**config.mk**
```make
export PLATFORM = sky130hd
export DESIGN_NAME = irc_cell_format_encoder_top
export DESIGN_NICKNAME = d
export VERILOG_FILES = /design/src/rtl/icfe_pkg.sv /design/src/rtl/icfe_front.sv /design/src/rtl/icfe_queue.sv /design/src/rtl/icfe_back.sv /design/src/rtl/irc_cell_format_encoder_top.sv
export SDC_FILE = /design/constraint.sdc
export NUM_CORES = 1
export LEC_CHECK = 0
export BUFFER_PORTS_ARGS = -buffer_cell sky130_fd_sc_hd__buf_2
export CELL_PAD_IN_SITES_DETAIL_PLACEMENT = 1
export CELL_PAD_IN_SITES_GLOBAL_PLACEMENT = 1
export CORE_MARGIN = 4
export CORE_UTILIZATION = 40
export DETAILED_ROUTE_END_ITERATION = 10
export GPL_TIMING_DRIVEN = 1
export PLACE_DENSITY_LB_ADDON = 0.1
export SETUP_SLACK_MARGIN = 0.05
export SLEW_MARGIN = 20
export SYNTH_ARGS = -nofsm -noshare
export SYNTH_HDL_FRONTEND = slang
export SYNTH_SLANG_ARGS = --single-unit
export TNS_END_PERCENT = 20
```
**constraint.sdc**
```tcl
create_clock -name i_clk -period 6.43 [get_ports i_clk]
set_input_delay 0.3215 -clock i_clk [delete_from_list [all_inputs] [get_ports i_clk]]
set_output_delay 0.3215 -clock i_clk [all_outputs]
set_load 0.01 [all_outputs]
```
**src/rtl/icfe_pkg.sv**
```systemverilog
// Shared types, constants and helper functions of the cell format encoder.
`timescale 1ns / 1ps

package icfe_pkg;

    localparam int CHAR_W      = 21;
    localparam int COLOUR_W    = 8;
    localparam int DIGIT_W     = 4;
    localparam int QUEUE_DEPTH = 4;

    // Fixed emission order of everything one cell can produce.
    localparam int NUM_SLOTS = 13;
    localparam int SLOT_W    = $clog2(NUM_SLOTS);

    typedef enum logic [SLOT_W-1:0] {
        SLOT_BOLD      = 4'd0,
        SLOT_ITALIC    = 4'd1,
        SLOT_UNDERLINE = 4'd2,
        SLOT_RESET     = 4'd3,
        SLOT_COLOUR    = 4'd4,
        SLOT_COLOUR2   = 4'd5,
        SLOT_FG_TENS   = 4'd6,
        SLOT_FG_ONES   = 4'd7,
        SLOT_COMMA     = 4'd8,
        SLOT_BG_TENS   = 4'd9,
        SLOT_BG_ONES   = 4'd10,
        SLOT_GLYPH     = 4'd11,
        SLOT_NEWLINE   = 4'd12
    } t_slot;

    localparam logic [CHAR_W-1:0] CH_BOLD      = 21'h02;
    localparam logic [CHAR_W-1:0] CH_COLOUR    = 21'h03;
    localparam logic [CHAR_W-1:0] CH_NEWLINE   = 21'h0A;
    localparam logic [CHAR_W-1:0] CH_RESET     = 21'h0F;
    localparam logic [CHAR_W-1:0] CH_ITALIC    = 21'h1D;
    localparam logic [CHAR_W-1:0] CH_UNDERLINE = 21'h1F;
    localparam logic [CHAR_W-1:0] CH_COMMA     = 21'h2C;
    localparam logic [CHAR_W-1:0] CH_ZERO      = 21'h30;
    localparam logic [CHAR_W-1:0] CH_NINE      = 21'h39;

    localparam logic signed [COLOUR_W-1:0] COLOUR_DEFAULT = -8'sd1;
    localparam logic signed [COLOUR_W-1:0] COLOUR_MAX     = 8'sd98;
    localparam logic signed [COLOUR_W-1:0] ROW_FG         = 8'sd15;
    localparam logic signed [COLOUR_W-1:0] ROW_BG         = COLOUR_DEFAULT;

    typedef struct packed {
        logic                       bold;
        logic                       italic;
        logic                       underline;
        logic signed [COLOUR_W-1:0] fg_colour;
        logic signed [COLOUR_W-1:0] bg_colour;
        logic [CHAR_W-1:0]          glyph;
        logic                       row_end;
    } t_cell;

    typedef struct packed {
        logic [CHAR_W-1:0] out_char;
        logic              last;
    } t_result;

    // Classified cell: which slots to emit plus the data they need.
    typedef struct packed {
        logic [NUM_SLOTS-1:0] mask;
        logic [DIGIT_W-1:0]   fg_tens;
        logic [DIGIT_W-1:0]   fg_ones;
        logic [DIGIT_W-1:0]   bg_tens;
        logic [DIGIT_W-1:0]   bg_ones;
        logic [CHAR_W-1:0]    glyph;
    } t_cmd;

    typedef struct packed {
        logic [DIGIT_W-1:0] tens;
        logic [DIGIT_W-1:0] ones;
    } t_digits;

    function automatic logic signed [COLOUR_W-1:0] colour_sat(
        input logic signed [COLOUR_W-1:0] v
    );
        logic signed [COLOUR_W-1:0] r;
        r = v;
        if (v > COLOUR_MAX) begin
            r = COLOUR_MAX;
        end else if (v < COLOUR_DEFAULT) begin
            r = COLOUR_DEFAULT;
        end
        return r;
    endfunction

    // Splits 0..98 into decimal digits; v*205>>11 equals v/10 over this range.
    function automatic t_digits dec_split(input logic [6:0] v);
        logic [14:0] prod;
        t_digits     d;
        prod   = 15'(v) * 15'd205;
        d.tens = prod[14:11];
        d.ones = 4'(v - (7'(d.tens) * 7'd10));
        return d;
    endfunction

endpackage

```
**src/rtl/icfe_front.sv**
```systemverilog
// Front end: holds the current formatting state and classifies each cell.
`timescale 1ns / 1ps

module icfe_front import icfe_pkg::*; (
    input  logic  i_clk,
    input  logic  i_rst_n,
    input  logic  i_push,
    input  t_cell i_cell,
    input  logic  i_full,
    output logic  o_push,
    output t_cmd  o_cmd
);

    logic                       r_bold, n_bold;
    logic                       r_italic, n_italic;
    logic                       r_underline, n_underline;
    logic signed [COLOUR_W-1:0] r_fg, n_fg;
    logic signed [COLOUR_W-1:0] r_bg, n_bg;

    logic signed [COLOUR_W-1:0] fg, bg;
    logic                       digit, fc, bc, fg_def, bg_def;
    logic                       f_reset, f_a, f_b, f_c, f_any;
    t_digits                    fg_d, bg_d;
    logic                       accept;

    assign accept = i_push && !i_full;
    assign o_push = accept;

    always_comb begin
        fg     = colour_sat(i_cell.fg_colour);
        bg     = colour_sat(i_cell.bg_colour);
        digit  = (i_cell.glyph >= CH_ZERO) && (i_cell.glyph <= CH_NINE);
        fc     = fg != r_fg;
        bc     = bg != r_bg;
        fg_def = fg == COLOUR_DEFAULT;
        bg_def = bg == COLOUR_DEFAULT;
        fg_d   = dec_split(fg[6:0]);
        bg_d   = dec_split(bg[6:0]);

        f_reset = bc && bg_def && fc && fg_def;
        f_a     = !bc && fc && !fg_def;
        f_b     = bc && bg_def && fc && !fg_def;
        f_c     = bc && !bg_def && !fg_def;
        f_any   = f_a || f_b || f_c;

        o_cmd.mask                 = '0;
        o_cmd.mask[SLOT_BOLD]      = i_cell.bold != r_bold;
        o_cmd.mask[SLOT_ITALIC]    = i_cell.italic != r_italic;
        o_cmd.mask[SLOT_UNDERLINE] = i_cell.underline != r_underline;
        o_cmd.mask[SLOT_RESET]     = f_reset;
        o_cmd.mask[SLOT_COLOUR]    = f_any;
        o_cmd.mask[SLOT_COLOUR2]   = f_b;
        // The number that closes the sequence is padded when a digit follows it.
        o_cmd.mask[SLOT_FG_TENS]   = f_any && ((fg_d.tens != '0) || ((f_a || f_b) && digit));
        o_cmd.mask[SLOT_FG_ONES]   = f_any;
        o_cmd.mask[SLOT_COMMA]     = f_c;
        o_cmd.mask[SLOT_BG_TENS]   = f_c && ((bg_d.tens != '0) || digit);
        o_cmd.mask[SLOT_BG_ONES]   = f_c;
        o_cmd.mask[SLOT_GLYPH]     = 1'b1;
        o_cmd.mask[SLOT_NEWLINE]   = i_cell.row_end;
        o_cmd.fg_tens              = fg_d.tens;
        o_cmd.fg_ones              = fg_d.ones;
        o_cmd.bg_tens              = bg_d.tens;
        o_cmd.bg_ones              = bg_d.ones;
        o_cmd.glyph                = i_cell.glyph;
    end

    always_comb begin
        n_bold      = r_bold;
        n_italic    = r_italic;
        n_underline = r_underline;
        n_fg        = r_fg;
        n_bg        = r_bg;
        if (accept) begin
            if (i_cell.row_end) begin
                n_bold      = 1'b0;
                n_italic    = 1'b0;
                n_underline = 1'b0;
                n_fg        = ROW_FG;
                n_bg        = ROW_BG;
            end else begin
                n_bold      = i_cell.bold;
                n_italic    = i_cell.italic;
                n_underline = i_cell.underline;
                if (fc || bc) begin
                    n_fg = fg;
                    n_bg = bg;
                end
            end
        end
    end

    always_ff @(posedge i_clk) begin
        if (!i_rst_n) begin
            r_bold      <= 1'b0;
            r_italic    <= 1'b0;
            r_underline <= 1'b0;
            r_fg        <= ROW_FG;
            r_bg        <= ROW_BG;
        end else begin
            r_bold      <= n_bold;
            r_italic    <= n_italic;
            r_underline <= n_underline;
            r_fg        <= n_fg;
            r_bg        <= n_bg;
        end
    end

endmodule

```
**src/rtl/icfe_queue.sv**
```systemverilog
// Short command queue between the front end and the character sequencer.
`timescale 1ns / 1ps

module icfe_queue import icfe_pkg::*; (
    input  logic i_clk,
    input  logic i_rst_n,
    input  logic i_push,
    input  t_cmd i_data,
    output logic o_full,
    input  logic i_pop,
    output t_cmd o_data,
    output logic o_empty
);

    localparam int PTR_W = $clog2(QUEUE_DEPTH);
    localparam int CNT_W = $clog2(QUEUE_DEPTH + 1);

    t_cmd             r_mem [QUEUE_DEPTH];
    logic [PTR_W-1:0] r_wr_ptr, n_wr_ptr;
    logic [PTR_W-1:0] r_rd_ptr, n_rd_ptr;
    logic [CNT_W-1:0] r_count, n_count;
    logic             do_push, do_pop;

    assign o_full  = r_count == CNT_W'(QUEUE_DEPTH);
    assign o_empty = r_count == '0;
    assign o_data  = r_mem[r_rd_ptr];
    assign do_push = i_push && !o_full;
    assign do_pop  = i_pop && !o_empty;

    always_comb begin
        n_wr_ptr = r_wr_ptr;
        n_rd_ptr = r_rd_ptr;
        n_count  = r_count;
        if (do_push) begin
            n_wr_ptr = (r_wr_ptr == PTR_W'(QUEUE_DEPTH - 1)) ? '0 : r_wr_ptr + 1'b1;
        end
        if (do_pop) begin
            n_rd_ptr = (r_rd_ptr == PTR_W'(QUEUE_DEPTH - 1)) ? '0 : r_rd_ptr + 1'b1;
        end
        if (do_push && !do_pop) begin
            n_count = r_count + 1'b1;
        end else if (do_pop && !do_push) begin
            n_count = r_count - 1'b1;
        end
    end

    always_ff @(posedge i_clk) begin
        if (do_push) begin
            r_mem[r_wr_ptr] <= i_data;
        end
    end

    always_ff @(posedge i_clk) begin
        if (!i_rst_n) begin
            r_wr_ptr <= '0;
            r_rd_ptr <= '0;
            r_count  <= '0;
        end else begin
            r_wr_ptr <= n_wr_ptr;
            r_rd_ptr <= n_rd_ptr;
            r_count  <= n_count;
        end
    end

endmodule

```
**src/rtl/icfe_back.sv**
```systemverilog
// Back end: expands queued commands into characters, one per cycle while i_pop keeps up.
`timescale 1ns / 1ps

module icfe_back import icfe_pkg::*; (
    input  logic    i_clk,
    input  logic    i_rst_n,
    input  t_cmd    i_cmd,
    input  logic    i_cmd_empty,
    output logic    o_cmd_pop,
    output logic    o_empty,
    input  logic    i_pop,
    output t_result o_result
);

    t_cmd                 r_cmd, n_cmd;
    logic [NUM_SLOTS-1:0] r_mask, n_mask;
    t_result              r_out, n_out;
    logic                 r_out_valid, n_out_valid;

    t_cmd                 src_cmd;
    logic [NUM_SLOTS-1:0] src_mask, rest;
    logic                 load, advance, emit;
    t_slot                sel;
    logic [CHAR_W-1:0]    ch;

    assign o_empty  = !r_out_valid;
    assign o_result = r_out;

    always_comb begin
        // With nothing left of the current command, work straight from the queue head.
        load     = (r_mask == '0) && !i_cmd_empty;
        src_cmd  = load ? i_cmd : r_cmd;
        src_mask = load ? i_cmd.mask : r_mask;
        advance  = !r_out_valid || i_pop;
        emit     = advance && (src_mask != '0);

        sel = SLOT_NEWLINE;
        for (int i = NUM_SLOTS - 1; i >= 0; i--) begin
            if (src_mask[i]) begin
                sel = t_slot'(SLOT_W'(i));
            end
        end
        rest = src_mask & ~(NUM_SLOTS'(1) << sel);

        case (sel)
            SLOT_BOLD:      ch = CH_BOLD;
            SLOT_ITALIC:    ch = CH_ITALIC;
            SLOT_UNDERLINE: ch = CH_UNDERLINE;
            SLOT_RESET:     ch = CH_RESET;
            SLOT_COLOUR:    ch = CH_COLOUR;
            SLOT_COLOUR2:   ch = CH_COLOUR;
            SLOT_FG_TENS:   ch = CH_ZERO + CHAR_W'(src_cmd.fg_tens);
            SLOT_FG_ONES:   ch = CH_ZERO + CHAR_W'(src_cmd.fg_ones);
            SLOT_COMMA:     ch = CH_COMMA;
            SLOT_BG_TENS:   ch = CH_ZERO + CHAR_W'(src_cmd.bg_tens);
            SLOT_BG_ONES:   ch = CH_ZERO + CHAR_W'(src_cmd.bg_ones);
            SLOT_GLYPH:     ch = src_cmd.glyph;
            SLOT_NEWLINE:   ch = CH_NEWLINE;
            default:        ch = '0;
        endcase

        o_cmd_pop   = load && emit;
        n_cmd       = o_cmd_pop ? i_cmd : r_cmd;
        n_mask      = emit ? rest : r_mask;
        n_out       = r_out;
        n_out_valid = r_out_valid;
        if (emit) begin
            n_out.out_char = ch;
            n_out.last     = rest == '0;
            n_out_valid    = 1'b1;
        end else if (advance) begin
            n_out_valid = 1'b0;
        end
    end

    always_ff @(posedge i_clk) begin
        r_cmd <= n_cmd;
        r_out <= n_out;
    end

    always_ff @(posedge i_clk) begin
        if (!i_rst_n) begin
            r_mask      <= '0;
            r_out_valid <= 1'b0;
        end else begin
            r_mask      <= n_mask;
            r_out_valid <= n_out_valid;
        end
    end

endmodule

```
**src/rtl/irc_cell_format_encoder_top.sv**
```systemverilog
// Top level of the cell format encoder: front end, command queue and sequencer.
`timescale 1ns / 1ps

// Each request carries one text cell; the block turns it into the formatting
// codes that bring the current attributes and colours to the cell's, then the
// cell's character and a newline at the end of a row, marking the final
// character of the cell with last. A cell yields 1 to 11 characters (1 to 10
// without a newline, 2 to 11 with one), delivered by the single output register
// at one character per cycle while the consumer pops. Cells are accepted one
// per cycle into a 4-entry command queue while it is not full; full rises only
// when all four entries of that queue are occupied. The first character of a
// cell passes through the command queue and then the output register before it
// appears at the output.
module irc_cell_format_encoder_top import icfe_pkg::*; (
    input  logic    i_clk,
    input  logic    i_rst_n,
    input  logic    push,
    output logic    full,
    input  t_cell   i_cell,
    output logic    empty,
    input  logic    pop,
    output t_result o_result
);

    logic q_push, q_full, q_pop, q_empty;
    t_cmd q_in, q_out;

    assign full = q_full;

    icfe_front u_front (
        .i_clk   (i_clk),
        .i_rst_n (i_rst_n),
        .i_push  (push),
        .i_cell  (i_cell),
        .i_full  (q_full),
        .o_push  (q_push),
        .o_cmd   (q_in)
    );

    icfe_queue u_queue (
        .i_clk   (i_clk),
        .i_rst_n (i_rst_n),
        .i_push  (q_push),
        .i_data  (q_in),
        .o_full  (q_full),
        .i_pop   (q_pop),
        .o_data  (q_out),
        .o_empty (q_empty)
    );

    icfe_back u_back (
        .i_clk       (i_clk),
        .i_rst_n     (i_rst_n),
        .i_cmd       (q_out),
        .i_cmd_empty (q_empty),
        .o_cmd_pop   (q_pop),
        .o_empty     (empty),
        .i_pop       (pop),
        .o_result    (o_result)
    );

endmodule

```
# After elaboration in Yosys (flattened, before gate mapping)
# Memories as Yosys holds them, arrays and structs flattened. A register that Yosys moved wholly into a read port is not among the register bits.
# Cells that the tools add are included.
# Widths: inputs -> output; s select.
[op_classes] addsub=10 multipliers=4 n_div=0 order_cmp=6 eq_ne=22 n_shift=1 muxes=36 bitwise=2 reduce_logical=46
[op_table] op="$pmux 21 s12" n=1
[op_table] op="$mux 8" n=8
[op_table] op="$mux 37" n=1
[op_table] op="$mux 4" n=8
[op_table] op="$mul 7x8->15 const B" n=2
[op_table] op="$add 6x4->7 const A" n=4
[op_table] op="$logic_not 13->1" n=2
[op_table] op="$ge 21x6->1 const B" n=1
[op_table] op="$le 21x6->1 const B" n=1
[op_table] op="$eq 4x4->1 const B" n=5
[op_table] op="$logic_and 1x1->1" n=20
[op_table] op="$mux 3" n=6
[op_table] op="$eq 4x3->1 const B" n=4
[op_table] op="$eq 8x1->1 const B" n=2
[op_table] op="$gt 8x8->1 const B" n=2
[op_table] op="$lt 8x1->1 const B" n=2
[op_table] op="$ne 8x8->1" n=2
[op_table] op="$and 13x13->13" n=1
[op_table] op="$mux 13" n=1
[op_table] op="$not 13->13" n=1
[op_table] op="$reduce_bool 13->1" n=1
[op_table] op="$shl 1x4->13 const A" n=1
[op_table] op="$eq 4x2->1 const B" n=2
[op_table] op="$logic_not 1->1" n=8
[op_table] op="other kinds (18)" n=41
[totals] reg_bits=99 latchBits=0 ramBits=196 rom_bits=0 input_bits=45 out_inout_bits=24 elab_cells=145 memories=1
[memory_table] memory="u_queue.r_mem" words=4 width=49 rd=1 rd_clocked_by_memory_dff=1 wr=1 line="icfe_queue.sv:18" text="t_cmd r_mem [QUEUE_DEPTH];"

# Depth between registers and ports, before layout
[depth] depth_word=20 depth_mapped=27 depth_no_buf=26

# Cells and area by module
# A second synthesis with hierarchy kept.
[hier_totals] hier_cells=1127 area_unflattened_um2=15113.2
[modules_own_cells] mod="icfe_queue" n_inst=1 cells_each=313 area_each_um2=7752.4 seq_area_each_um2=6185.9
[modules_own_cells] mod="icfe_front" n_inst=1 cells_each=457 area_each_um2=3684.8 seq_area_each_um2=380.4
[modules_own_cells] mod="icfe_back" n_inst=1 cells_each=357 area_each_um2=3676.0 seq_area_each_um2=2052.0

# Worst setup path after synthesis
# OpenSTA, ideal clock, no wires.
[synth_path] path_type="in2reg" startpoint="input i_cell[28] (netlist bit)" endpoint="memory u_queue.r_mem[0][24] (netlist bit), data pin" setup_time_ns=0.277 arrival_time_ns=5.335 required_time_ns=6.153 path_slack_ns=0.818 stages=25 path_buffers=1 cell_sequence="nand4_1 > or2_2 > ha_1 > clkbuf_1 > nor2_1 > nor2_1 > ha_1 > ha_1 > fa_1 > inv_1 > fa_1 > inv_1 > ha_1 > nand2_1 > a21oi_1 > o21ai_0 > a21oi_1 > nor2_1 > xnor2_1 > ha_1 > inv_1 > fa_1 > xnor2_1 > xnor2_1 > xnor2_1"
[synth_rtl] item="from (decl)" line="irc_cell_format_encoder_top.sv:19" text="input t_cell i_cell,"
[synth_rtl] item="to (decl)" line="icfe_queue.sv:18"

==> run metrics <==
CTS root buf clkbuf_16; Placed Cells 1529; Switching Fraction 37.5%; P per Cell Area 486 nW/um^2; clock power share 21.4%; area fraction of the dominant cell type after synthesis 53.1%; area share of fa/ha/maj cells after synthesis 9.36%; static leakage 5.84 nW; Compound-Gate Fraction of Synth Area 7.72%; Starting DRT DRC Count 462; startpoint types input port; area grow syn2layout 15.2%; global route total overflow 0; RSZ-0062 raised after global routing no; synthesized flop and latch total 289; fin crit period 5.39 ns; ys flop type edfxtp_1; share of cells above drive strength 1 18.4%; Synth cell types 68; critical path class input port to flip-flop; worst hold path class input port to flip-flop; Total GRT Usage 17.3%; number of global-route vias before repair 9215; # clock sinks 289; die footprint 38000 um^2; Crit. End Element flip-flop; DP HPWL 22.1 mm; Synth Area in XOR/XNOR 2.20%; CTS tree done; largest net degree at the start of global routing 48; Fmax 185 MHz; Comb pwr share 41.8%; Vias 8548; slew at the pin closest to its max-slew limit 0.959 ns; Die Span Y 195 um; CTS resizes 0; CP Data Arrival Time 5.74 ns; mux cell area share after synthesis 8.87%; Ant. Diodes 0; Mean Syn Cell Area 13.7 um^2; Critical Path Slowest Stage Cell ha_1; cell mode on critical path ha_1; initial cell density of the core 40.5%; Setup Viol. Count Final 0; Cell Area, Synth 14000 um^2; gp weighted congestion 0.820; synth warn 0; status finished, final reports clean; drt pass-1 iters 5; CP required 6.78 ns; die width 195 um; commonest non-fill, non-tap cell in the layout edfxtp_1; Power Total 0.00782 W; final hold vios 0; Synth area leader edfxtp_1; synthesized instance count 1016; Seq/Total Area, Yosys 59.2%; met2 WL 16.4 mm; largest family of logic cells by synthesized area simple AND/OR/NAND/NOR gates; antenna-violating nets left 0; Finished Layout Cells 1604; met1 wire length 14.7 mm; Slowest Stage Delay on Critical Path 0.48 ns; site row count 68; CTS Buf Count 31; Core Region 34500 um^2; IO Port Bufs 68; initial antenna violation count 0; Final Skew 0.0203 ns; Async S/R FF share, synth 0%; Final #Nets 1264; internal power 0.00489 W; Worst-Skew Late Latency 0.57 ns; Routed WL 32.6 mm; # fillers 3549; routed length on met3 1.05 mm; Slew headroom 35.9%; highest fanout seen on the critical path 12; # DRC 0; Synth area leaders edfxtp_1 (53%), mux4_2 (7.6%), ha_1 (6.6%); Max Slew Vio Count 0; Fin Setup TNS 0 ns; WHS 0.0183 ns; Reg clk slew, reported paths 0.06 ns; Tcrit/Tclk final 83.8%; io pins 69; simple-gate area share of the yosys netlist 9.91%; CP Cell Sequence buf_2 -> nand3_1 -> nor2_1 -> nand4_1 -> ha_1 -> nor2_1 -> nor2_1 -> ha_1 -> ha_1 -> or2_2 -> fa_1 -> ha_1 -> ha_1 -> o2111a_1 -> nand3_1 -> o211ai_1 -> xor2_1 -> ha_1 -> inv_1 -> fa_1 -> xor2_1 -> xnor2_1 -> xnor2_1; H-tree Lvls 1; first-pass GRT wire length 52.6 mm; drt via density 5.33; worst vdd ir 0.266 mV; Max Root-Sink Buffers 3; number of synthesized flops with an enable pin 247; Max Cap Viol 0; Wirelength per Cell 20.3 um; Top Metal Used met4; commonest non-fill, non-tap cells in the layout edfxtp_1 (247), ha_1 (74), nand2_1 (69); Reg power frac 36.9%; P_sw 0.00294 W; Syn Nets 1154
## cell type report
cell class                 instances  area, um^2  share of cell area, %
sequential                       289        8260                   51.4
multi-input combinational        628        5330                   33.1
clock buffer                      39         806                   5.01
timing repair buffer             113         727                   4.52
tap                              455         569                   3.54
inverter                          63         236                   1.47
clock inverter                    17         151                  0.941
## sequential cells by signal, indices dropped and copies added, names as in the netlist, 2 cells and up, named ones only
| name | count |
|---|---|
| u_back.r_mask | 13 |
| u_queue.r_rd_ptr | 2 |
| u_front.r_bg | 8 |
| u_front.r_fg | 8 |
| u_queue.r_mem | 188 |
| u_back.o_result | 22 |
| u_queue.r_count | 3 |
| u_back.r_cmd | 37 |
| u_queue.r_wr_ptr | 2 |
## kinds of logic (layout without fill, tap and decap cells)
group,Yosys count,in the layout
adder cells (fa/ha/maj),93,93
buffers and inverters,99,232
XOR/XNOR,35,35
AND/OR/NAND/NOR,269,269
multiplexers,65,65
AO/OA/AOI/OAI,166,166
flip-flops,289,289
## final timing paths
check | start | endpoint | slack (ns) | cells after the start
max | i_cell[30] | u_queue.r_mem[3][32] | 1.04 | 23
min | i_cell[3] | u_queue.r_mem[0][2] | 0.02 | 1
max reg2reg | flip-flop | u_back.o_result[3] | 2.16 | 8
min reg2reg | u_front.r_underline | u_front.r_underline | 0.48 | 2
## per-stage QoR
stage,util [%],area (um^2),worst slack (ns)
2_1_floorplan,-,14000,0.818
3_3_place_gp,43.3,14900,0.531
3_5_place_dp,43.3,14900,0.436
4_1_cts,46.6,16100,1.01
5_1_grt,46.7,16100,0.634
6_report,46.7,16100,1.04
## timing repair
action,4_1_cts,5_1_grt
hold buffers,18,0
endpoints found under the hold margin,69,0
setup buffers,0,0
## synthesized netlist by cell type (10+ instances only)
cell type    n
a31oi_1     11
mux2i_1     18
inv_1       61
nor4_1      10
ha_1        74
o21ai_0     36
dfxtp_1     42
clkbuf_1    23
a21oi_1     50
xnor2_1     21
nand3_1     11
fa_1        19
mux4_2      47
nand2_1     69
a21boi_0    10
nor2_1      56
nor2b_1     23
xor2_1      14
nor3_1      32
edfxtp_1   247
## worst max-delay path: cells and delay by family
family,cells,cell delay [ns]
fa+ha+maj,8,2.68
xor+xnor,4,0.86
compound gates,2,0.47
buf+inv,2,0.18
simple gates,7,1.23
## per-layer routing
layer  up-vias  global-route usage (%)
li1       4063                       -
met1      4334                    23.4
met2       114                    30.3
met3        37                    2.11
met4         0                    3.52
met5         -                       0
## power by group through the flow
stage	Clock, W	Combinational (W)	Sequential, W
after global routing	0.00181	0.00365	0.00293
final	0.00167	0.00327	0.00289
after floorplan	0	0.00223	0.00290
after CTS	0.00172	0.00332	0.00289
after global placement	0	0.00326	0.00291
after detailed placement	0	0.00330	0.00293
No activity file was read; power rests on OpenSTA's default activity.
